==> src/hdl/ppd_pkg.sv <==
package ppd_pkg;

   localparam int POS_W  = 17;
   localparam int BASE_W = 10;
   localparam int BIT_W  = 19;
   localparam int WID_W  = 4;

   localparam int QUEUE_DEPTH = 4;
   localparam int QPTR_W      = 2;

   localparam logic [1:0] ST_OK    = 2'd0;
   localparam logic [1:0] ST_SHORT = 2'd1;
   localparam logic [1:0] ST_ENC   = 2'd2;
   localparam logic [1:0] ST_RANGE = 2'd3;

   localparam logic CMD_LOAD   = 1'b0;
   localparam logic CMD_DECODE = 1'b1;

   localparam logic [7:0] HDR_MAGIC0 = 8'hAA;
   localparam logic [7:0] HDR_MAGIC1 = 8'h0B;
   localparam logic [7:0] HDR_MAGIC3 = 8'hF4;
   localparam logic [7:0] ENC_TAG    = 8'h0C;

   localparam logic [BASE_W-1:0] HDR_BYTES      = 10'd8;
   localparam logic [BASE_W-1:0] PAL_FULL_BYTES = 10'd768;
   localparam logic [POS_W-1:0]  SOLID_LEN      = 17'd11;
   localparam logic [POS_W-1:0]  PC_RESET       = 17'd256;
   localparam int                SHADOW_BYTES   = 11;

   typedef enum logic [1:0] {
      OP_WRITE,
      OP_RESULT,
      OP_FETCH
   } op_type;

   typedef enum logic [2:0] {
      S_IDLE,
      S_CHECK,
      S_LO,
      S_HI,
      S_CODE,
      S_RED,
      S_GREEN,
      S_BLUE
   } back_state_type;

   typedef struct packed {
      op_type              op;
      logic [POS_W-1:0]    addr;
      logic [7:0]          data;
      logic [1:0]          status;
      logic [7:0]          red;
      logic [7:0]          green;
      logic [7:0]          blue;
      logic [BASE_W-1:0]   base;
      logic [BIT_W-1:0]    bitpos;
      logic [WID_W-1:0]    width;
      logic [POS_W-1:0]    len;
   } entry_type;

   typedef struct packed {
      logic empty;
      logic full;
   } queue_status_type;

   function automatic logic [WID_W-1:0] index_width(input logic [7:0] n);
      logic [WID_W-1:0] w;
      w = 4'd8;
      if (n != 8'd0) begin
         w = 4'd0;
         for (int i = 0; i < 8; i++) begin
            if ((9'd1 << w) < {1'b0, n}) begin
               w = w + 4'd1;
            end
         end
      end
      return w;
   endfunction

endpackage

==> src/hdl/ppd_queue.sv <==
module ppd_queue (
   input  logic                      clock,
   input  logic                      reset,
   input  logic                      push,
   input  ppd_pkg::entry_type        push_entry,
   input  logic                      pop,
   output ppd_pkg::entry_type        head,
   output ppd_pkg::queue_status_type q_status
);
   import ppd_pkg::*;

   entry_type         slot_ff [QUEUE_DEPTH];
   logic [QPTR_W-1:0] wr_ptr_ff, wr_ptr_in;
   logic [QPTR_W-1:0] rd_ptr_ff, rd_ptr_in;
   logic [QPTR_W:0]   level_ff, level_in;
   logic              do_push;
   logic              do_pop;

   always_comb begin
      q_status.empty = (level_ff == '0);
      q_status.full  = (level_ff == (QPTR_W+1)'(QUEUE_DEPTH));
      do_push   = push && !q_status.full;
      do_pop    = pop && !q_status.empty;
      head      = slot_ff[rd_ptr_ff];
      wr_ptr_in = do_push ? (wr_ptr_ff + 1'b1) : wr_ptr_ff;
      rd_ptr_in = do_pop ? (rd_ptr_ff + 1'b1) : rd_ptr_ff;
      level_in  = level_ff;
      if (do_push && !do_pop) begin
         level_in = level_ff + 1'b1;
      end else if (do_pop && !do_push) begin
         level_in = level_ff - 1'b1;
      end
   end

   always_ff @(posedge clock) begin
      if (reset) begin
         wr_ptr_ff <= '0;
         rd_ptr_ff <= '0;
         level_ff  <= '0;
      end else begin
         wr_ptr_ff <= wr_ptr_in;
         rd_ptr_ff <= rd_ptr_in;
         level_ff  <= level_in;
      end
   end

   always_ff @(posedge clock) begin
      if (do_push) begin
         slot_ff[wr_ptr_ff] <= push_entry;
      end
   end

endmodule

==> config.mk <==
export PLATFORM = sky130hd
export DESIGN_NAME = ppd_queue
export DESIGN_NICKNAME = d
export VERILOG_FILES = /design/src/hdl/ppd_pkg.sv /design/src/hdl/ppd_queue.sv
export SDC_FILE = /design/constraint.sdc
export NUM_CORES = 1
export LEC_CHECK = 0
export ABC_CLOCK_PERIOD_IN_PS = 4190
export BUFFER_PORTS_ARGS = -buffer_cell sky130_fd_sc_hd__buf_2
export CAP_MARGIN = 20
export CORE_MARGIN = 1.5
export CORE_UTILIZATION = 51
export DETAILED_ROUTE_END_ITERATION = 10
export HOLD_SLACK_MARGIN = 0.1
export PLACE_DENSITY = 0.77
export SETUP_SLACK_MARGIN = 0.2
export SLEW_MARGIN = 20
export SYNTH_ARGS = -nofsm -noshare
export SYNTH_HDL_FRONTEND = slang
export SYNTH_SLANG_ARGS = --single-unit
==> constraint.sdc <==
create_clock -name clock -period 4.19 [get_ports clock]
set_input_delay 0.838 -clock clock [delete_from_list [all_inputs] [get_ports clock]]
set_output_delay 0.838 -clock clock [all_outputs]
set_load 0.02 [all_outputs]
# Word level (Yosys, flattened, before mapping)
# Memory sizes are Yosys's and may differ from the RTL's. A register that Yosys moved wholly into a read port is not among the register bits.
# Index checks and enable logic that the tools add are counted.
totals:
  reg_bits: 7
  word_cells: 25
  memories: 1
  ram_bits: 412
classes:
  addsub: 4
  eq_ne: 1
  n_mux: 6
  n_reduce_logical: 10
memory_table:
  columns: ["name", "depth", "word_bits", "rd", "rd_clocked_by_memory_dff", "write_ports", "line", "source"]
  rows:
  - ["slot_ff", 4, 103, 1, 1, 1, "ppd_queue.sv:12", "entry_type slot_ff [QUEUE_DEPTH];"]
ops:
  columns: ["cell", "n"]
  rows:
  - ["$mux W3", 2]
  - ["$add A2 B1 Y2 const B", 2]
  - ["$logic_and A1 B1 Y1", 4]
  - ["$logic_not A1 Y1", 4]
  - ["$mux W2", 2]
  - ["$add A3 B1 Y3 const B", 1]
  - ["$eq A3 B3 Y1 const B", 1]
  - ["$logic_not A3 Y1", 1]
  - ["$sub A3 B1 Y3 const B", 1]
  - ["$mux W1", 2]
  - ["$reduce_bool A2 Y1", 1]

# Logic depth before layout (Yosys ltp)
# Gate-level depths: netlist (run 1).
logic_depth:
  word_depth: 7
  ltp_mapped: 8
  ltp_nobuf: 8

# Worst setup path after synthesis (run 1)
# No wires, ideal clock.
synth_path:
  kind: "input -> register"
  startpoint: "input port push"
  endpoint: "memory slot_ff[2][0] (netlist name), enable pin"
  path_buffers: 0
  arrival_ns: 3.556
  path_stages: 3
  setup_time_ns: 0.474
  setup_slack_ns: 0.160
  cell_sequence: "inv_1 nor2_1 and2_1"
synth_via:
  elab_chain_len: 3
synth_lines:
  columns: ["item", "line", "source"]
  rows:
  - ["from (decl)", "ppd_queue.sv:4", "input logic push,"]
  - ["$logic_and A1 B1 Y1", "ppd_queue.sv:22", "do_push = push && !q_status.full;"]
  - ["net do_push", "ppd_queue.sv:16", "logic do_push;"]
  - ["$mux W1", "ppd_queue.sv:48", "if (do_push) begin"]
  - ["$mux W1 (not written as such)", "ppd_queue.sv:49", "slot_ff[wr_ptr_ff] <= push_entry;"]
  - ["to (decl)", "ppd_queue.sv:12", null]
# The timed path passes the listed nets, and every way through them passes these cells.

==> impl_metrics.toml, run 1 <==
[run_status]
status = "complete, no violations"

[setup_path]
required_ns = 3.35
crit_chain = "buf_12, mux4_2, buf_2"
criticalPathCategory = "reg2out"
crit_fanout = 42
critPathCaptureType = "output pin"
reg2reg_to = "slot_ff[3][43]$_DFFE_PP_"
rr_startpoint = "level_ff[0]$_SDFFE_PP0P_"
slowest_stage = "dfxtp_4"
r2r_cells = 4
arrival_ns = 2.42
max_stage_delay_ns = 0.67
worstSetupStartpointType = "flop"
reg2reg_slack_ns = 1.79

[clocking]
clockBufferDepth = 3
post-cts-setup-buffers = 0
clock_sinks = 421
cts_tree = "done"
cts-root-buf = "clkbuf_16"
cts_max_level = 2
clk_latency_ns = 0.53
path_clk_slew_ns = 0.06
cts_resized = 0
cts_made_buffers = 42
ctsHoldBuffers = 0

[sta]
drv_slew = 0
rsz0062_at_grt = "false"
timing.hold.ws_ns = 0.516
setup_tns_ns = 0
timing.slew.headroom_pct = 50.7
tightest_slew_ns = 0.740
hold_viol = 0
fin_crit_sh_pct = 77.8
setup_violations = 0
final.setup_skew_ns = 0.0140
fmaxAchievable_ghz = 0.307
finalCriticalPeriod_ns = 3.26

[grt]
grt_pass1_wl_um = 42100
grt_start_max_net_pins = 49
grt_pass1_vias = 7131
antenna_found_initial = 6
overflow = 0
grt.total_usage_pct = 18.2

[run]
maxCapViolCount = 0

[worst_hold_path]
whs_path_depth = 2
hp-start = "wr_ptr_ff[1]$_SDFFE_PP0P_"
min_to = "wr_ptr_ff[1]$_SDFFE_PP0P_"
hold_path_class = "reg2reg"

[route]
avgRoutedWirePerCell_um = 22.3
antenna_left = 0
wirelength_um = 28000
drt_first_pass_iters = 5
via_per_inst = 5.47
drtIter0Drc = 716
vias = 6871
drc_errors = 0

[pwr]
p_total_mw = 11.6
pwr_density_cell_nw_per_um2 = 638
max-vdd-ir-drop_v = 0.000422
leakagePower_nw = 6.10

[yosys]
ys_warn_count = 0
netlist_instances = 586
synth.largest_area_cell = "edfxtp_1"
synthFlopType = "edfxtp_1"
yosys.area.top_type_share_pct = 80.4
synth_seq_cells = 421
netlist_area_um2 = 15400
synth-edff-count = 412
syn-num-nets = 699
ys_async_sr_fraction_pct = 0
yosysSeqAreaShare_pct = 81.5
avgSynthCellArea_um2 = 26.3
ys_types = 24
yosys-top-cells-area = "edfxtp_1 (80%), mux4_2 (15%), dfxtp_1 (1.2%)"

[placed_design]
gp_congestion = 0.738
io_buffers = 211
post-dp-hpwl_um = 16800
numPlacedInstances = 1175
placed_cell_area_um2 = 16900

[cells_and_area]
num-nets-final = 942
fill_cells = 2095
fin_cells = 1255
postLayoutCellArea_um2 = 18200
syn2layout_area_growth_pct = 18.5
multi_input_area_um2 = 2590
drive_gt1_share_pct = 44.9
seqCellArea_um2 = 12600

[floorplanning]
die_height_um = 177
io_pins = 212
std_cell_rows = 63
die_x_um = 177
die_area_um2 = 31200
start_util_pct = 51.9
core_um2 = 29600
cell usage in the layout (no fill, tap or decap), types with 6 or more instances in the layout:
master	count
buf_12	7
nor2_1	6
dfxtp_1	7
buf_2	211
clkinv_1	12
mux4_2	103
clkbuf_16	43
clkbuf_1	9
edfxtp_1	412
report_power, final:
part	leakage, nW	internal (mW)	total, mW	switching (mW)
logic	1.59	1.19	2.76	1.57
registers	3.85	5.06	5.25	0.188
clock network	0.650	2.18	3.62	1.44
stage by stage:
stage,util [%],setup WS [ns]
after detailed placement,57.0,1.39
after global placement,57.0,1.41
after floorplan,-,1.29
after CTS,61.5,0.851
after global routing,61.5,0.738
final,61.5,0.931
worst max path at each step:
stage | from | to | slack, ns | cells past startpoint
after floorplan | push | slot_ff[0][0]$_DFFE_PP_ | 1.29 | 3
after global placement | push | slot_ff[3][59]$_DFFE_PP_ | 1.41 | 5
after detailed placement | push | slot_ff[3][62]$_DFFE_PP_ | 1.39 | 5
after CTS | flop | head[3] | 0.85 | 3
after global routing | flop | head[3] | 0.74 | 3
final | flop | head[3] | 0.93 | 3
critical path, delay by kind of cell (launching register included):
kind	cells	cell delay, ns
buffers and inverters	2	0.58
DFF	1	0.67
muxes	1	0.61
per-layer routing:
metal	up-vias	global-route usage, %	part of all wire [%]
met4	4	5.19	2.0
met5	-	0	0.050
met2	275	28.2	48
li1	3016	-	-
met3	51	4.42	8.0
met1	3525	26.2	42
flip-flops by register name, indices dropped and copies added, names as in the netlist, named ones only:
signal	flops
wr_ptr_ff	2
rd_ptr_ff	2
slot_ff	412
level_ff	3
logic make-up after synthesis:
kind of cell | after synthesis | synth area share, %
fa+ha+maj | 6 | 0.536
compound gates | 6 | 0.236
simple gates | 16 | 0.553
mux | 105 | 15.2
flops | 421 | 81.5
buf+inv | 28 | 1.71
xor+xnor | 4 | 0.228
area by class of cell:
cell class | instances | share of cell area [%]
Sequential cell | 421 | 68.9
Multi-Input combinational cell | 137 | 14.2
Timing Repair Buffer | 223 | 6.76
Clock buffer | 52 | 6.08
Tap cell | 390 | 2.68
Clock inverter | 23 | 1.27
Inverter | 4 | 0.0823
Antenna cell | 5 | 0.0686
synthesized netlist by cell type, types with 2 or more instances:
master	instances
a21oi_1	2
and2_1	4
buf_1	3
buf_12	8
buf_2	8
buf_4	3
dfxtp_1	9
edfxtp_1	412
ha_1	5
inv_1	4
mux2i_1	2
mux4_2	103
nand2b_1	2
nor2_1	6
o21ai_0	2
or3_1	2
xor2_1	4
No activity file was read; power rests on OpenSTA's default activity.
==> run 2, diff against run 1 <==
--- a/config.mk
+++ b/config.mk
@@ -5,14 +5,15 @@
 export SDC_FILE = /design/constraint.sdc
 export NUM_CORES = 1
 export LEC_CHECK = 0
-export ABC_CLOCK_PERIOD_IN_PS = 4190
+export ABC_AREA = 1
+export ABC_CLOCK_PERIOD_IN_PS = 3000
 export BUFFER_PORTS_ARGS = -buffer_cell sky130_fd_sc_hd__buf_2
 export CAP_MARGIN = 20
 export CORE_MARGIN = 1.5
-export CORE_UTILIZATION = 51
+export CORE_UTILIZATION = 55
 export DETAILED_ROUTE_END_ITERATION = 10
 export HOLD_SLACK_MARGIN = 0.1
-export PLACE_DENSITY = 0.77
+export PLACE_DENSITY = 0.79
 export SETUP_SLACK_MARGIN = 0.2
 export SLEW_MARGIN = 20
 export SYNTH_ARGS = -nofsm -noshare
==> constraint.sdc (replaced) <==
create_clock -name clock -period 3 [get_ports clock]
set_input_delay 0.6 -clock clock [delete_from_list [all_inputs] [get_ports clock]]
set_output_delay 0.6 -clock clock [all_outputs]
set_load 0.02 [all_outputs]
==> impl_metrics.toml, run 2 <==
[clocking]
ctsHoldBuffers = 0
clockBufferDepth = 3
post-cts-setup-buffers = 0
cts_max_level = 2
cts_resized = 0
cts-root-buf = "clkbuf_16"
clk_latency_ns = 0.53
cts_made_buffers = 41
path_clk_slew_ns = 0.06
cts_tree = "done"
clock_sinks = 421

[sta]
timing.hold.ws_ns = 0.285
finalCriticalPeriod_ns = 2.72
rsz0062_at_grt = "true"
hold_viol = 0
setup_violations = 0
final.setup_skew_ns = 0.0106
fmaxAchievable_ghz = 0.368
timing.slew.headroom_pct = 60.0
setup_slack_ns = 0.282
fin_crit_sh_pct = 90.6
drv_slew = 0
tightest_slew_ns = 0.601

[yosys]
synthSimpleGateAreaFrac_pct = 5.79
synth_mux_area_share_pct = 0
synth.most_common_cell = "edfxtp_1"
netlist_area_um2 = 15700
ys_types = 19
synth-compound-area-share_pct = 10.8
synth.largest_area_cell = "edfxtp_1"
synth-edff-count = 412
syn-num-nets = 1179
yosys-top-cells-area = "edfxtp_1 (79%), o21ai_0 (6.4%), nor2_1 (5.3%)"
synthAdderAreaFrac_pct = 0.526
yosysSeqAreaShare_pct = 79.9
synthFlopType = "edfxtp_1"
synth_xor_area_share_pct = 0.0558
ys_warn_count = 0
synth.top_cells.by_count = "edfxtp_1 (412), nor2_1 (220), o21ai_0 (201), o22ai_1 (103), clkbuf_1 (40)"
yosys.area.top_type_share_pct = 78.8
avgSynthCellArea_um2 = 14.7
synth_seq_cells = 421
ys_async_sr_fraction_pct = 0
synth_top_family_by_area = "compound AO/OA/AOI/OAI gates"
netlist_instances = 1066

[cells_and_area]
final_cell_mix = "edfxtp_1 (412), nor2_1 (216), buf_2 (211)"
regMostFlops = "slot_ff"
syn2layout_area_growth_pct = 17.5
multi_input_area_um2 = 2730
fill_cells = 1916
reg_top3 = "slot_ff: 412 flops, level_ff: 3 flops"
drive_gt1_share_pct = 22.4
seqCellArea_um2 = 12600
largest_reg_flops = 412
final_common_cell = "edfxtp_1"
num-nets-final = 1385

[grt]
overflow = 0
grt_pass1_vias = 9298
antenna_found_initial = 13
grt_pass1_wl_um = 49200
grt_start_max_net_pins = 104
grt.total_usage_pct = 21.8

[floorplanning]
start_util_pct = 56.2
die_area_um2 = 29600
core_um2 = 27900
die_height_um = 172
die_x_um = 172
std_cell_rows = 61
io_pins = 212

[setup_path]
r2r_cells = 9
worstSetupStartpointType = "flop"
arrival_ns = 2.12
criticalPathCategory = "reg2out"
reg2reg_to = "level_ff[1]$_SDFFE_PP0P_"
crit_fanout = 44
reg2reg_slack_ns = 0.82
rr_startpoint = "level_ff[1]$_SDFFE_PP0P_"
required_ns = 2.40
critPathCaptureType = "output pin"

[route]
wl_met2_um = 15400
antenna_left = 0
drc_errors = 0
vias = 9597
highest_layer = "met5"
drtIter0Drc = 1004
wirelength_um = 32500
drt_first_pass_iters = 8
wl_met3_um = 3010
wirelength_met1_um = 13100
via_per_inst = 5.68
avgRoutedWirePerCell_um = 19.2

[pwr]
leakagePower_nw = 6.46
p_clk_share_pct = 29.6
p_seq_share_pct = 44.6
p_comb_share_pct = 25.8
max-vdd-ir-drop_v = 0.000541
p_int_mw = 11.2
pwr_density_cell_nw_per_um2 = 888
p_sw_mw = 5.18
swShare_pct = 31.6

[placed_design]
dp_worst_setup_slack_ns = 0.761
io_buffers = 211
post-dp-hpwl_um = 18300
gp_congestion = 0.783

[run_status]
status = "complete, no violations"

[worst_hold_path]
min_to = "slot_ff[2][101]$_DFFE_PP_"
whs_path_depth = 1
hp-start = "push_entry[101]"
hold_path_class = "in2reg"

[run]
maxCapViolCount = 0
==> run 2: cell count changes in the layout (fill, tap and decap cells not counted), sizes merged, moves of 4 or more <==
cell   previous run  this run
o22ai             0       103
nand2             0        15
o21ai             2       207
mux4            103         0
nor2              6       220
diode             5         9
inv               5        18
nand3             0         4
and2              4         0
buf             223       230
==> run 2: logic make-up (layout without fill, tap and decap cells) <==
kind of cell | after synthesis | count (layout)
AOI/OAI and AO/OA | 313 | 313
buffers and inverters | 85 | 321
adders and majority gates | 6 | 6
xor gates and xnor gates | 1 | 1
and+or+nand+nor | 240 | 240
other | 0 | 9
DFF | 421 | 421
==> run 2: power by group through the flow <==
stage               clock network [mW]  logic, mW  registers [mW]
global placement                     0       4.14            7.40
floorplan                            0       2.81            7.42
finish                            4.85       4.23            7.30
global route                      5.16       4.63            7.35
CTS                               4.92       4.25            7.30
detailed placement                   0       4.23            7.42
==> run 2: stage by stage <==
| stage | utilization, % | cell area [um^2] | power, mW | cells | setup TNS, ns |
|---|---|---|---|---|---|
| final | 66.1 | 18500 | 16.4 | 1689 | 0 |
| after global routing | 66.0 | 18400 | 17.1 | 1684 | 0 |
| after CTS | 66.0 | 18400 | 16.5 | 1680 | 0 |
| after detailed placement | 61.4 | 17100 | 11.7 | 1607 | 0 |
| after global placement | 61.4 | 17100 | 11.5 | 1607 | 0 |
| after floorplan | - | 15700 | 10.2 | 1066 | -359.12 |
==> run 2: critical path, cell delays in order (launching register included) <==
cell	delay (ns)
dfxtp_4	0.41
buf_4	0.41
o21ai_0	0.16
o22ai_1	0.37
buf_2	0.24
==> run 2: how the worst max path moves through the flow <==
stage | start | to | slack (ns) | depth (start not counted)
6_report | flop | head[6] | 0.28 | 4
5_1_grt | flop | head[6] | 0.19 | 4
4_1_cts | flop | head[7] | 0.24 | 4
3_5_place_dp | push | level_ff[1]$_SDFFE_PP0P_ | 0.76 | 8
3_3_place_gp | push | level_ff[2]$_SDFFE_PP0P_ | 0.80 | 12
2_1_floorplan | push | slot_ff[0][0]$_DFFE_PP_ | -0.87 | 2
==> run 2: area by class of cell <==
class	count	area share (%)
Sequential cell	421	68.0
Inverter	18	0.420
Timing Repair Buffer	230	7.14
Tap cell	378	2.56
Clock inverter	21	0.983
Antenna cell	9	0.122
Multi-Input combinational cell	560	14.8
Clock buffer	52	5.95
==> run 2: routing by layer <==
layer,vias to the layer above,GRT usage (%)
met5,-,0
met4,12,7.37
met3,72,6.78
met2,367,35.2
met1,4708,28.2
li1,4438,-
==> run 3, diff against run 2 <==
--- a/config.mk
+++ b/config.mk
@@ -9,7 +9,6 @@
 export ABC_CLOCK_PERIOD_IN_PS = 3000
 export BUFFER_PORTS_ARGS = -buffer_cell sky130_fd_sc_hd__buf_2
 export CAP_MARGIN = 20
-export CORE_MARGIN = 1.5
 export CORE_UTILIZATION = 55
 export DETAILED_ROUTE_END_ITERATION = 10
 export HOLD_SLACK_MARGIN = 0.1
==> constraint.sdc (replaced) <==
create_clock -name clock -period 3 [get_ports clock]
set_input_delay 0.6 -clock clock [delete_from_list [all_inputs] [get_ports clock]]
set_output_delay 0.6 -clock clock [all_outputs]
set_load 0.01 [all_outputs]
==> impl_metrics.toml, run 3 (synthesized netlist as in run 2, its figures left out) <==
[clocking]
clk_latency_ns = 0.52
post-cts-setup-buffers = 0
ctsHoldBuffers = 0
cts_max_level = 2
cts-root-buf = "clkbuf_16"
clock_sinks = 421
path_clk_slew_ns = 0.06
cts_tree = "done"
clockBufferDepth = 3
cts_made_buffers = 41

[route]
drt_first_pass_iters = 5
drc_errors = 0
via_per_inst = 5.70
drtIter0Drc = 894
vias = 9633
avgRoutedWirePerCell_um = 19.6
antenna_left = 0
wirelength_um = 33100

[setup_path]
crit_fanout = 103
required_ns = 2.40
worstSetupStartpointType = "flop"
criticalPathCategory = "reg2out"
arrival_ns = 2.09
critPathCaptureType = "output pin"

[pwr]
leakagePower_nw = 6.47
p_total_mw = 15.7
pwr_density_cell_nw_per_um2 = 848
max-vdd-ir-drop_v = 0.000529

[grt]
grt_pass1_wl_um = 49400
grt_start_max_net_pins = 104
antenna_found_initial = 7
grt.total_usage_pct = 22.3
overflow = 0
grt_pass1_vias = 9304

[sta]
hold_viol = 0
finalCriticalPeriod_ns = 2.69
fin_crit_sh_pct = 89.7
timing.slew.headroom_pct = 58.0
final.setup_skew_ns = 0.0151
drv_slew = 0
rsz0062_at_grt = "false"
fmaxAchievable_ghz = 0.371
setup_tns_ns = 0
tightest_slew_ns = 0.628
setup_violations = 0
timing.hold.ws_ns = 0.296

[cells_and_area]
largest_reg_flops = 412
drive_gt1_share_pct = 22.4
regMostFlops = "slot_ff"
seqCellArea_um2 = 12600
syn2layout_area_growth_pct = 17.7
final_common_cell = "edfxtp_1"
final_cell_mix = "edfxtp_1 (412), nor2_1 (216), buf_2 (211)"
post-route-util_pct = 66.2
fill_cells = 1950
multi_input_area_um2 = 2730
reg_top3 = "slot_ff: 412 flops, level_ff: 3 flops"
num-nets-final = 1391

[run_status]
status = "complete, no violations"

[floorplanning]
die_x_um = 171
core_um2 = 27900
std_cell_rows = 61
io_pins = 212
die_area_um2 = 29200
die_height_um = 171
start_util_pct = 56.2

[placed_design]
io_buffers = 211
gp_congestion = 0.749
post-dp-hpwl_um = 18100

[run]
maxCapViolCount = 0

[worst_hold_path]
hold_path_class = "in2reg"
[run 3: per-stage QoR]
stage	worst slack (ns)	cells	area, um^2
2_1_floorplan	-0.872	1066	15700
3_3_place_gp	0.758	1612	17200
3_5_place_dp	0.700	1612	17200
4_1_cts	0.231	1684	18500
5_1_grt	0.211	1686	18500
6_report	0.308	1691	18500
[run 3: per-layer routing]
layer | vias up | global-route usage, % | wire (um)
met4 | 6 | 7.96 | 786
met2 | 420 | 35.5 | 15600
met3 | 66 | 5.48 | 3170
met5 | - | 0 | 38
met1 | 4702 | 30.0 | 13500
li1 | 4439 | - | -
[run 3: path summary, 6_finish.rpt]
path	startpoint	endpoint	slack, ns	cells past startpoint
setup / recovery	flop	head[14]	0.31	4
hold / removal	push_entry[65]	slot_ff[1][65]$_DFFE_PP_	0.30	1
setup reg to reg	level_ff[1]$_SDFFE_PP0P_	level_ff[1]$_SDFFE_PP0P_	0.87	9
hold reg to reg	rd_ptr_ff[0]$_SDFFE_PP0P_	rd_ptr_ff[0]$_SDFFE_PP0P_	0.52	2
[run 3: power by group]
| group | switching [mW] | internal (mW) |
|---|---|---|
| sequential | 0.169 | 7.14 |
| clock | 1.99 | 2.61 |
| combinational | 2.52 | 1.26 |
| total | 4.67 | 11.0 |
[run 3: cell type report]
class,count,share of cell area [%]
well taps,378,2.56
clock inverters,14,0.514
flip-flops and latches,421,67.9
diodes,7,0.0947
clock buffers,57,5.87
inverters,18,0.440
multi-input cells,560,14.7
repair buffers,236,7.87
[run 3: worst max-delay path, cell delays in order (launching register included)]
cell and delay [ns]:
dfxtp_4 0.42, bufbuf_16 0.59, nor2_1 0.10, o22ai_1 0.24, buf_2 0.18
[run 3: timing repair]
action	4_1_cts	5_1_grt
resized for setup	2	3
cloned	1	0
setup endpoints to repair	15	38
endpoints found under the hold margin	0	0
