--- config.mk ---
export PLATFORM = sky130hd
export DESIGN_NAME = ppd_front
export DESIGN_NICKNAME = d
export VERILOG_FILES = /design/src/hdl/ppd_pkg.sv /design/src/hdl/ppd_front.sv
export SDC_FILE = /design/constraint.sdc
export NUM_CORES = 1
export LEC_CHECK = 0
export ABC_AREA = 1
export BUFFER_PORTS_ARGS = -buffer_cell sky130_fd_sc_hd__buf_4
export CAP_MARGIN = 20
export CORE_MARGIN = 2
export CORE_UTILIZATION = 50
export DETAILED_ROUTE_END_ITERATION = 10
export HOLD_SLACK_MARGIN = 0.02
export PLACE_DENSITY = 0.72
export REMOVE_ABC_BUFFERS = 1
export SLEW_MARGIN = 20
export SYNTH_ARGS = -nofsm -noshare
export SYNTH_HDL_FRONTEND = slang
export SYNTH_SLANG_ARGS = --single-unit
--- constraint.sdc ---
create_clock -name clock -period 22.9 [get_ports clock]
set_clock_uncertainty 0.05 [all_clocks]
set_input_delay 1.145 -clock clock [delete_from_list [all_inputs] [get_ports clock]]
set_output_delay 1.145 -clock clock [all_outputs]
set_load 0.1 [all_outputs]
--- src/hdl/ppd_pkg.sv ---
package ppd_pkg;

   localparam int POS_W  = 17;
   localparam int BASE_W = 10;
   localparam int BIT_W  = 19;
   localparam int WID_W  = 4;

   localparam int QUEUE_DEPTH = 4;
   localparam int QPTR_W      = 2;

   localparam logic [1:0] ST_OK    = 2'd0;
   localparam logic [1:0] ST_SHORT = 2'd1;
   localparam logic [1:0] ST_ENC   = 2'd2;
   localparam logic [1:0] ST_RANGE = 2'd3;

   localparam logic CMD_LOAD   = 1'b0;
   localparam logic CMD_DECODE = 1'b1;

   localparam logic [7:0] HDR_MAGIC0 = 8'hAA;
   localparam logic [7:0] HDR_MAGIC1 = 8'h0B;
   localparam logic [7:0] HDR_MAGIC3 = 8'hF4;
   localparam logic [7:0] ENC_TAG    = 8'h0C;

   localparam logic [BASE_W-1:0] HDR_BYTES      = 10'd8;
   localparam logic [BASE_W-1:0] PAL_FULL_BYTES = 10'd768;
   localparam logic [POS_W-1:0]  SOLID_LEN      = 17'd11;
   localparam logic [POS_W-1:0]  PC_RESET       = 17'd256;
   localparam int                SHADOW_BYTES   = 11;

   typedef enum logic [1:0] {
      OP_WRITE,
      OP_RESULT,
      OP_FETCH
   } op_type;

   typedef enum logic [2:0] {
      S_IDLE,
      S_CHECK,
      S_LO,
      S_HI,
      S_CODE,
      S_RED,
      S_GREEN,
      S_BLUE
   } back_state_type;

   typedef struct packed {
      op_type              op;
      logic [POS_W-1:0]    addr;
      logic [7:0]          data;
      logic [1:0]          status;
      logic [7:0]          red;
      logic [7:0]          green;
      logic [7:0]          blue;
      logic [BASE_W-1:0]   base;
      logic [BIT_W-1:0]    bitpos;
      logic [WID_W-1:0]    width;
      logic [POS_W-1:0]    len;
   } entry_type;

   typedef struct packed {
      logic empty;
      logic full;
   } queue_status_type;

   function automatic logic [WID_W-1:0] index_width(input logic [7:0] n);
      logic [WID_W-1:0] w;
      w = 4'd8;
      if (n != 8'd0) begin
         w = 4'd0;
         for (int i = 0; i < 8; i++) begin
            if ((9'd1 << w) < {1'b0, n}) begin
               w = w + 4'd1;
            end
         end
      end
      return w;
   endfunction

endpackage

--- src/hdl/ppd_front.sv ---
module ppd_front #(
   parameter int FRAME_BYTES = 8192
) (
   input  logic                       clock,
   input  logic                       reset,
   input  logic                       req_valid,
   input  logic                       req_cmd,
   input  logic [7:0]                 req_data_byte,
   input  logic                       req_last,
   input  logic [15:0]                req_pixel_index,
   input  logic                       csr_valid,
   input  logic [ppd_pkg::POS_W-1:0]  csr_pixel_count,
   input  ppd_pkg::queue_status_type  q_status,
   output logic                       push,
   output ppd_pkg::entry_type         push_entry
);
   import ppd_pkg::*;

   logic [POS_W-1:0]  count_ff, count_in;
   logic              closed_ff, closed_in;
   logic [POS_W-1:0]  pc_ff, pc_in;
   logic [7:0]        hdr_ff [SHADOW_BYTES];

   logic              accept;
   logic              is_load;
   logic [POS_W-1:0]  cur;
   logic              room;
   logic              over;
   logic              solid;
   logic [7:0]        n;
   logic [WID_W-1:0]  width;
   logic [BASE_W-1:0] base;

   always_comb begin
      accept  = req_valid && !q_status.full;
      is_load = (req_cmd == CMD_LOAD);
      cur     = closed_ff ? '0 : count_ff;
      room    = (cur < POS_W'(FRAME_BYTES));
      over    = ({1'b0, req_pixel_index} >= pc_ff);
      solid   = (count_ff == SOLID_LEN) && (hdr_ff[0] == HDR_MAGIC0)
                && (hdr_ff[1] == HDR_MAGIC1) && (hdr_ff[2] == 8'h00)
                && (hdr_ff[3] == HDR_MAGIC3) && (hdr_ff[4] == 8'h01)
                && (hdr_ff[5] == ENC_TAG) && (hdr_ff[6] == 8'h01)
                && (hdr_ff[7] == 8'h00);
      n       = hdr_ff[6];
      width   = index_width(n);
      base    = HDR_BYTES + ((n == 8'd0) ? PAL_FULL_BYTES : (BASE_W'(n) * 10'd3));

      push_entry        = '0;
      push_entry.addr   = cur;
      push_entry.data   = req_data_byte;
      push_entry.base   = base;
      push_entry.width  = width;
      push_entry.len    = count_ff;
      push_entry.bitpos = BIT_W'(width) * BIT_W'(req_pixel_index);

      if (is_load) begin
         push_entry.op = OP_WRITE;
      end else if (solid) begin
         push_entry.op = OP_RESULT;
         if (over) begin
            push_entry.status = ST_RANGE;
         end else begin
            push_entry.status = ST_OK;
            push_entry.red    = hdr_ff[8];
            push_entry.green  = hdr_ff[9];
            push_entry.blue   = hdr_ff[10];
         end
      end else if (count_ff < POS_W'(HDR_BYTES)) begin
         push_entry.op     = OP_RESULT;
         push_entry.status = ST_SHORT;
      end else if (hdr_ff[5] != ENC_TAG) begin
         push_entry.op     = OP_RESULT;
         push_entry.status = ST_ENC;
      end else if (over) begin
         push_entry.op     = OP_RESULT;
         push_entry.status = ST_RANGE;
      end else begin
         push_entry.op = OP_FETCH;
      end

      push = accept && (!is_load || room);

      count_in  = count_ff;
      closed_in = closed_ff;
      pc_in     = csr_valid ? csr_pixel_count : pc_ff;
      if (accept && is_load) begin
         closed_in = req_last;
         count_in  = room ? (cur + 1'b1) : cur;
      end
   end

   always_ff @(posedge clock) begin
      if (reset) begin
         count_ff  <= '0;
         closed_ff <= 1'b1;
         pc_ff     <= PC_RESET;
      end else begin
         count_ff  <= count_in;
         closed_ff <= closed_in;
         pc_ff     <= pc_in;
      end
   end

   always_ff @(posedge clock) begin
      if (accept && is_load && (cur < POS_W'(SHADOW_BYTES))) begin
         hdr_ff[cur[3:0]] <= req_data_byte;
      end
   end

endmodule

-- After elaboration in Yosys (flattened, before gate mapping)
Memories as Yosys holds them, arrays and structs flattened.
Cells that the tools add are included.
- shifts and indexed selects: 7
- $mul: 2
- muxes and demuxes: 33
- magnitude comparators: 12
- bitwise logic cells: 1
- equality and inequality tests: 8
- reduce and logical (&&, ||, !) cells: 18
- add/subtract/negate cells: 9
- operators with widths (operator ; number):
    less-than comparator 9 x 8 -> 1 bit ; 7
    left shift 1 x 4 -> 9 bit, first input constant ; 7
    two-way mux 4 bit ; 15
    two-way mux 24 bit ; 2
    less-than comparator 17 x 4 -> 1 bit, second input constant ; 2
    two-way mux 17 bit ; 2
    adder 4 x 1 -> 4 bit, second input constant ; 7
    two-way mux 26 bit ; 1
    zero test 8 bit ; 3
    multiplier 4 x 16 -> 19 bit ; 1
    two-way mux 2 bit ; 9
    adder 17 x 1 -> 17 bit, second input constant ; 1
    == test 17 x 4 -> 1 bit, second input constant ; 1
    >= comparator 16 x 17 -> 1 bit ; 1
    less-than comparator 17 x 14 -> 1 bit, second input constant ; 1
    == test 8 x 1 -> 1 bit, second input constant ; 2
    == test 8 x 4 -> 1 bit, second input constant ; 2
    == test 8 bit, second input constant ; 2
    logical AND 1 bit ; 12
    adder 4 x 10 -> 10 bit, first input constant ; 1
    multiplier 8 x 2 -> 10 bit, second input constant ; 1
    two-way mux 10 bit ; 1
    less-than comparator 1 x 8 -> 1 bit, first input constant ; 1
    inequality test 8 x 4 -> 1 bit, second input constant ; 1
    other kinds (5) ; 7
- memories: 1
- RAM bits: 88
- logic and storage cells: 94
- bits in registers: 35
- input port bits: 49
- memories (memory ; depth ; bits a word ; read ports ; clocked after memory_dff ; wr ports ; line ; text):
    hdr_ff ; 11 ; 8 ; 11 ; 0 ; 1 ; ppd_front.sv:22 ; logic [7:0] hdr_ff [SHADOW_BYTES];

-- Logic depth before layout (Yosys ltp)
Gate-level depths: netlist of the first run.
An unclocked memory read counts as a cell.
- word-level depth: 33
- depth in mapped cells: 118
- depth with buffers taken out: 116

-- Worst setup path after synthesis of the first run
No wires, ideal clock.
- path kind: reg2out
- start: memory hdr_ff[6][7]
- end: output push_entry[37] in the netlist's numbering
- setup slack: 5120 ps
- cell stages (with the launch flop): 99
- data arrival time: 16585 ps
- required time: 21705 ps
- cell sequence: edfxtp_1 -> inv_1 -> ha_1 -> nand2_1 -> inv_1 -> nand2_1 -> nor2_1 -> inv_1 -> ha_1 -> a21oi_1 -> nor4_1 -> inv_1 -> ha_1 -> ha_1 -> inv_1 -> nor2_1 -> nand3_1 -> nand2_1 -> [... 63 more ...] -> fa_1 -> inv_1 -> fa_1 -> inv_1 -> fa_1 -> nand3b_1 -> and2_1 -> nor2_1 -> o21ai_0 -> nand2_1 -> a21o_1 -> a21oi_1 -> o21ai_0 -> nand3_1 -> nand2_1 -> nand3_1 -> nand2_1 -> xor2_1
- RTL lines (element ; line ; text):
    from (decl) ; ppd_front.sv:22 ;
    to (decl) ; ppd_front.sv:15 ; output ppd_pkg::entry_type push_entry

==> results.yml, run 1 <==
synthesis:
  syn_area_per_cell_um2: 8.40
  synthTopCellsByArea: "edfxtp_1 27%, ha_1 16%, inv_1 8.8%"
  synth-edff-count: 88
  ys_warn_count: 0
  synthCells: 1162
  synth_seq_cells: 123
  async_flop_share_pct: 0
  synth_top_area_cell: "edfxtp_1"
  synth_cell_type_count: 51
  ys.flop_type: "edfxtp_1"
  synthesis.area_mm2: 0.00977
  yosysSeqAreaShare_pct: 34.2
  synth_top_area_share_pct: 27.1
power_and_ir_drop:
  p_comb_share_pct: 19.1
  seq_power_share_pct: 39.2
  totalPowerFinal_w: 0.000619
  pwr_density_cell_mw_per_mm2: 53.0
  ir_drop_mv: 0.0566
  p_leak_nw: 5.80
  switching_share_pct: 30.1
  clkPwrFrac_pct: 41.8
  intPower_w: 0.000433
  power_switching_w: 0.000187
sta:
  final.setup.worst_slack_ps: 3380
  finalSetupViolCount: 0
  worst_pin_slew_ps: 1030
  max_freq_mhz: 51.2
  hold_viol: 0
  drv_slew: 0
  relSlewSlack_pct: 31.1
  setup_tns_ps: 0
  post-route-period-util_pct: 85.2
  rsz0062_at_grt: "false"
  period_needed_ps: 19520
setup_path:
  cp_common_cell: "inv_1"
  crit_path_max_fanout: 12
  regToRegEndpoint: "hdr_ff[7][7]"
  critical_path_arrival_ps: 18320
  required_ps: 21710
  rr_startpoint: "closed_ff"
  start_kind: "register"
  rrSetupSlack_ps: 19970
  cp_slowest_cell: "fa_1"
  critPathKind: "reg2out"
  endpoint_kind: "output pin"
  reg2regPathDepth: 6
  cp_slowest_stage_delay_ps: 560
global_route:
  grt_pass1_vias: 7199
  grt_overflow: 0
  grt_antenna_before_repair: 0
  track_usage_pct: 21.1
  grt_max_degree: 31
  grt_pass1_wl_um: 34500
cells_and_area:
  fillers: 1738
  final_cell_mix: "230 x inv_1, 151 x buf_4, 147 x nand2_1"
  multi_input_area_mm2: 0.00537
  fin_util_pct: 60.4
  final_nets: 1515
  synthToLayoutAreaGrowth_pct: 19.6
  regArea_mm2: 0.00334
  drive_gt1_share_pct: 19.7
  n_antenna_cell: 0
  final_common_cell: "inv_1"
die:
  core-area_mm2: 0.0193
  die_h_um: 144
  die_x_um: 144
  start_util_pct: 50.5
  num_rows: 51
  die-area_mm2: 0.0207
  io_pins: 153
run:
  maxCapViolations: 0
hold_path:
  whs_endpoint: "pc_ff[15]"
  min_path_type: "reg2reg"
  min_path_cells: 2
  hold_path_startpoint: "pc_ff[15]"
clocking:
  cts_buffers: 17
  cts.sinks: 123
  path_clk_slew_ps: 60
  cts_setup_buffers: 0
  ctsResizeCount: 0
  clk_path_buf_depth: 2
  hold_buffers: 0
  cts_root_buffer: "clkbuf_16"
  htree_levels: 4
  insertion_delay_ps: 410
  tritoncts: "built"
placed_design:
  dp_slack_ps: 3850
  port_buffers: 151
  dpl.hpwl_um: 16800
  gp_congestion: 0.879
route:
  drt_iter0_drc: 257
  vias: 7893
  via_per_inst: 4.97
  wl_um: 21500
  final_antenna_net_count: 0
  drc: 0
  wl_per_cell_um: 13.6
  dr.pass1.iters: 5
outcome:
  status: "completed"
-- through the flow --
stage / instances / instance area, um^2 / hold slack (ps)
global route: 1587 / 11700 / 437
floorplan: 1139 / 9630 / 389
finish: 1587 / 11700 / 410
global placement: 1555 / 11100 / 397
detailed placement: 1555 / 11100 / 404
CTS: 1587 / 11700 / 412
-- cell type report --
class | instances | share of cell area (%)
clock buffer | 17 | 3.64
clock inverter | 15 | 1.40
inverter | 244 | 7.84
multi-input combinational | 772 | 46.0
sequential | 123 | 28.6
tap | 265 | 2.84
timing repair buffer | 151 | 9.70
-- synthesized netlist by cell type (5+ instances only) --
cell and n:
nor4_1 12, a211oi_1 6, o21ai_0 34, clkbuf_1 11, nand2_4 10, inv_2 13
edfxtp_1 88, and3_1 5, xnor2_1 5, a21oi_1 70, nand2_1 147, o21a_1 5
nand3_1 33, nand3_2 5, fa_1 29, inv_1 230, nand4_1 14, nor3_1 32
nand2_2 22, nand3b_1 5, nor2_2 12, nor2_1 146, buf_4 9, ha_1 128
dfxtp_1 35, xor2_1 16
-- how the worst max path moves through the flow --
stage,to,depth (start not counted),from,slack [ps]
final,push_entry[39],105,hdr_ff[6][7],3380
after CTS,push_entry[39],105,hdr_ff[6][7],3340
after global routing,push_entry[39],110,hdr_ff[6][7],1580
after global placement,push_entry[39],105,hdr_ff[6][7],4110
after detailed placement,push_entry[39],105,hdr_ff[6][7],3850
after floorplan,push_entry[37],98,hdr_ff[6][7],4960
-- cells by family (layout without fill, tap and decap cells) --
family,count (synthesis),in the layout,share of synthesized area (%)
xor+xnor,22,22,2.05
fa+ha+maj,157,157,22.3
compound gates,134,134,7.88
flops,123,123,34.2
buf+inv,267,427,10.8
simple gates,459,459,22.7
-- power groups by stage --
stage | Clock, W | Combinational, W | Sequential [W]
after floorplan | 0 | 0.0000810 | 0.000248
after global placement | 0 | 0.000117 | 0.000247
after detailed placement | 0 | 0.000118 | 0.000247
after CTS | 0.000263 | 0.000119 | 0.000243
after global routing | 0.000272 | 0.000127 | 0.000243
final | 0.000259 | 0.000118 | 0.000243
-- layer usage --
layer | vias up | global-route usage, % | part of all wire (%)
met5 | - | 0 | 0
met4 | 0 | 5.11 | 1.3
met3 | 24 | 3.67 | 4.0
met2 | 156 | 35.8 | 48
met1 | 3668 | 28.2 | 46
li1 | 4045 | - | -
-- critical path, delay by kind of cell, from the launching register on --
kind | cells | cell delay [ps]
XOR/XNOR | 2 | 560
buffers and inverters | 20 | 2350
adder cells (fa/ha/maj) | 19 | 5340
flip-flops | 1 | 510
AND/OR/NAND/NOR | 39 | 4810
AO/OA/AOI/OAI | 25 | 4320
-- flip-flops by register name (all words and copies together) (netlist names) --
name,count
hdr_ff,88
count_ff,17
pc_ff,17
closed_ff,1
No activity file was read; power rests on OpenSTA's default activity.
==> run 2: changes to the inputs <==
CORE_ASPECT_RATIO = 1.25   (was not set)
==> results.yml, run 2 (synthesis results as in run 1) <==
global_route:
  track_usage_pct: 21.9
  grt_max_degree: 31
  grt_pass1_vias: 7899
  grt_overflow: 0
  grt_antenna_before_repair: 0
  grt_pass1_wl_um: 36600
clocking:
  clk_path_buf_depth: 2
  tritoncts: "built"
  cts.sinks: 123
  hold_buffers: 0
  insertion_delay_ps: 410
  htree_levels: 4
  cts_buffers: 17
  cts_setup_buffers: 0
  path_clk_slew_ps: 60
  ctsResizeCount: 0
  cts_root_buffer: "clkbuf_16"
power_and_ir_drop:
  power_switching_w: 0.000187
  seq_power_share_pct: 38.5
  clkPwrFrac_pct: 42.8
  p_leak_nw: 5.80
  ir_drop_mv: 0.0680
  pwr_density_cell_mw_per_mm2: 53.8
  intPower_w: 0.000443
  switching_share_pct: 29.7
  p_comb_share_pct: 18.7
  totalPowerFinal_w: 0.000629
sta:
  finalSetupViolCount: 0
  period_needed_ps: 19500
  drv_slew: 0
  setup_tns_ps: 0
  rsz0062_at_grt: "false"
  max_freq_mhz: 51.3
  relSlewSlack_pct: 31.2
  post-route-period-util_pct: 85.1
  worst_pin_slew_ps: 1020
  hold_viol: 0
die:
  start_util_pct: 50.5
  num_rows: 57
  core-area_mm2: 0.0193
  die-area_mm2: 0.0207
  io_pins: 153
  die_h_um: 160
  die_x_um: 129
route:
  wl_um: 22300
  via_per_inst: 5.02
  vias: 7960
  drt_iter0_drc: 423
  wl_per_cell_um: 14.1
  drc: 0
  final_antenna_net_count: 0
  dr.pass1.iters: 5
cells_and_area:
  final_cell_mix: "230 x inv_1, 151 x buf_4, 147 x nand2_1"
  final_common_cell: "inv_1"
  synthToLayoutAreaGrowth_pct: 19.8
  drive_gt1_share_pct: 19.5
  final_cell_area_mm2: 0.0117
  final_nets: 1515
  fin_util_pct: 60.5
  fillers: 1715
  finalNonFillerCells: 1587
  n_antenna_cell: 0
  largest_reg_flops: 88
setup_path:
  required_ps: 21710
  cp_slowest_stage_delay_ps: 560
  critPathKind: "reg2out"
  start_kind: "register"
  rrSetupSlack_ps: 19910
  cp_slowest_cell: "fa_1"
  critPathTopFamily: "adder cells"
  crit_path_max_fanout: 12
  critical_path_arrival_ps: 18300
  cp.buffers_inverters: 21
  cp_common_cell: "inv_1"
  endpoint_kind: "output pin"
placed_design:
  gp_congestion: 0.894
  dp.cells: 1555
  placed_area_mm2: 0.0111
  dpl.hpwl_um: 17400
  port_buffers: 151
hold_path:
  min_path_type: "reg2reg"
run:
  maxCapViolations: 0
outcome:
  status: "completed"
## run 2: changes by cell type in the layout (fill, tap and decap cells not counted), sizes merged
cell      previous run  this run
clkinv               7         5
bufinv               2         3
clkbuf              17        18
clkinvlp             2         3
inv                248       247
## run 2: through the flow
step                hold WS [ps]  setup WS (ps)
floorplan                    389           4960
CTS                          413           3300
detailed placement           405           3770
finish                       408           3400
global placement             398           4130
global route                 418           1480
## run 2: power groups by stage
stage                     registers [W]  clock network (W)  logic [W]
after global placement         0.000247                  0   0.000116
after detailed placement       0.000247                  0   0.000118
after CTS                      0.000242           0.000272   0.000118
after floorplan                0.000248                  0  0.0000810
after global routing           0.000243           0.000281   0.000126
final                          0.000242           0.000269   0.000117
## run 2: final timing paths
check | cells past startpoint | end | startpoint
worst min-delay path | 2 | pc_ff[4] | pc_ff[4]
worst max-delay path | 107 | push_entry[39] | hdr_ff[6][7]
worst min register to register | 2 | pc_ff[4] | pc_ff[4]
worst max register to register | 8 | hdr_ff[8][7] | closed_ff
## run 2: final cells by class
type | instances | area, um^2 | share of cell area, %
Clock buffer | 18 | 429 | 3.67
Clock inverter | 14 | 169 | 1.44
Inverter | 244 | 916 | 7.83
Multi-Input combinational cell | 772 | 5370 | 45.9
Sequential cell | 123 | 3340 | 28.6
Tap cell | 265 | 332 | 2.84
Timing Repair Buffer | 151 | 1130 | 9.69
## run 2: worst reg2reg max path, cell delays in order, from the launching register on
cell and delay, ps:
dfxtp_1 830, nor2_1 170, inv_1 140, nand2_1 60, nor4_1 290, nand3_1 210
inv_1 130, nand2_1 110, nor2_1 620
## run 2: routing by layer
| metal | routed length, um | track usage [%] | up-vias |
|---|---|---|---|
| met5 | 0 | 0 | - |
| met1 | 9300 | 25.8 | 3710 |
| li1 | - | - | 4030 |
| met2 | 11600 | 40.0 | 182 |
| met3 | 871 | 3.35 | 38 |
| met4 | 515 | 7.61 | 0 |
==> run 3: changes to the inputs <==
CTS_BUF_LIST = sky130_fd_sc_hd__clkbuf_8 sky130_fd_sc_hd__clkbuf_16   (was not set)
==> results.yml, run 3 (synthesis results as in run 1) <==
route:
  m1WireLength_um: 9320
  final_antenna_net_count: 0
  vias: 7964
  drc: 0
  met2_length_um: 11600
  wl_um: 22300
  met3WireLength_um: 834
  top_layer: "met4"
  wl_per_cell_um: 14.1
  via_per_inst: 5.02
  dr.pass1.iters: 5
  drt_iter0_drc: 423
sta:
  hold_viol: 0
  rsz0062_at_grt: "false"
  max_freq_mhz: 51.3
  post-route-period-util_pct: 85.2
  period_needed_ps: 19500
  worst_pin_slew_ps: 1040
  drv_slew: 0
  hold_ws_ps: 408
  finalSetupViolCount: 0
  relSlewSlack_pct: 30.5
  setup_tns_ps: 0
die:
  die_x_um: 129
  io_pins: 153
  start_util_pct: 50.5
  num_rows: 57
  die-area_mm2: 0.0207
  die_h_um: 160
  core-area_mm2: 0.0193
setup_path:
  start_kind: "register"
  required_ps: 21710
  crit_path_max_fanout: 12
  endpoint_kind: "output pin"
  cp_slowest_cell: "fa_1"
  cp_slowest_stage_delay_ps: 560
  cp_common_cell: "inv_1"
  critPathKind: "reg2out"
  critical_path_arrival_ps: 18310
placed_design:
  dpl.hpwl_um: 17400
  port_buffers: 151
  gp_congestion: 0.894
clocking:
  cts.sinks: 123
  htree_levels: 4
  cts_buffers: 17
  clk_path_buf_depth: 2
  hold_buffers: 0
  cts_root_buffer: "clkbuf_16"
  cts_setup_buffers: 0
  ctsResizeCount: 0
  insertion_delay_ps: 410
  path_clk_slew_ps: 60
  tritoncts: "built"
outcome:
  status: "completed"
cells_and_area:
  synthToLayoutAreaGrowth_pct: 19.8
  final_nets: 1515
  drive_gt1_share_pct: 19.5
  n_antenna_cell: 0
  largest_reg_flops: 88
  fillers: 1715
  final_cell_mix: "231 x inv_1, 151 x buf_4, 147 x nand2_1"
  final_common_cell: "inv_1"
global_route:
  grt_max_degree: 31
  grt_antenna_before_repair: 0
  track_usage_pct: 21.9
  grt_pass1_wl_um: 36600
  grt_pass1_vias: 7899
  grt_overflow: 0
power_and_ir_drop:
  ir_drop_mv: 0.0680
  p_leak_nw: 5.81
  pwr_density_cell_mw_per_mm2: 53.8
run:
  maxCapViolations: 0
hold_path:
  min_path_type: "reg2reg"
==> run 3: cell types whose count changed in the layout (fill, tap and decap cells not counted) <==
cell      previous run  this run
clkbuf_1             1         0
inv_1              230       231
==> run 3: power by group <==
part | leakage (nW) | switching (W) | internal (W)
Combinational | 4.44 | 0.0000875 | 0.0000300
Sequential | 1.08 | 0.00000139 | 0.000241
Clock | 0.287 | 0.0000979 | 0.000171
==> run 3: stage by stage <==
step / utilization [%] / std cells / area [um^2] / power [W] / setup WS (ps)
6_report: 60.5 / 1587 / 11700 / 0.000629 / 3400
5_1_grt: 60.5 / 1587 / 11700 / 0.000649 / 1480
4_1_cts: 60.5 / 1587 / 11700 / 0.000632 / 3300
3_5_place_dp: 57.4 / 1555 / 11100 / 0.000365 / 3770
3_3_place_gp: 57.4 / 1555 / 11100 / 0.000363 / 4130
2_1_floorplan: - / 1139 / 9630 / 0.000329 / 4960
==> run 3: worst max-delay path, delay by kind of cell, from the launching register on <==
| kind | cells | cell delay, ps |
|---|---|---|
| compound gates | 24 | 4310 |
| simple gates | 41 | 4760 |
| fa+ha+maj | 19 | 5370 |
| xor+xnor | 2 | 530 |
| buf+inv | 21 | 2430 |
| flops | 1 | 500 |
==> run 3: cell type report <==
| type | instances | area [um^2] | share of cell area [%] |
|---|---|---|---|
| well taps | 265 | 332 | 2.84 |
| clock buffers | 17 | 425 | 3.64 |
| clock inverters | 15 | 173 | 1.48 |
| flip-flops and latches | 123 | 3340 | 28.6 |
| repair buffers | 151 | 1130 | 9.69 |
| inverters | 244 | 916 | 7.83 |
| multi-input cells | 772 | 5370 | 45.9 |
==> run 3: layer usage <==
| metal | track usage (%) | vias to the layer above |
|---|---|---|
| met4 | 7.61 | 0 |
| met3 | 3.35 | 45 |
| li1 | - | 4030 |
| met2 | 40.0 | 182 |
| met5 | 0 | - |
| met1 | 25.8 | 3707 |
==> run 3: worst paths after layout <==
| kind | from | endpoint | slack [ps] | cells after the start |
|---|---|---|---|---|
| setup / recovery | hdr_ff[6][7] | push_entry[39] | 3400 | 107 |
| hold / removal | pc_ff[4] | pc_ff[4] | 410 | 2 |
| setup reg to reg | closed_ff | hdr_ff[8][7] | 19920 | 8 |
| hold reg to reg | pc_ff[4] | pc_ff[4] | 410 | 2 |
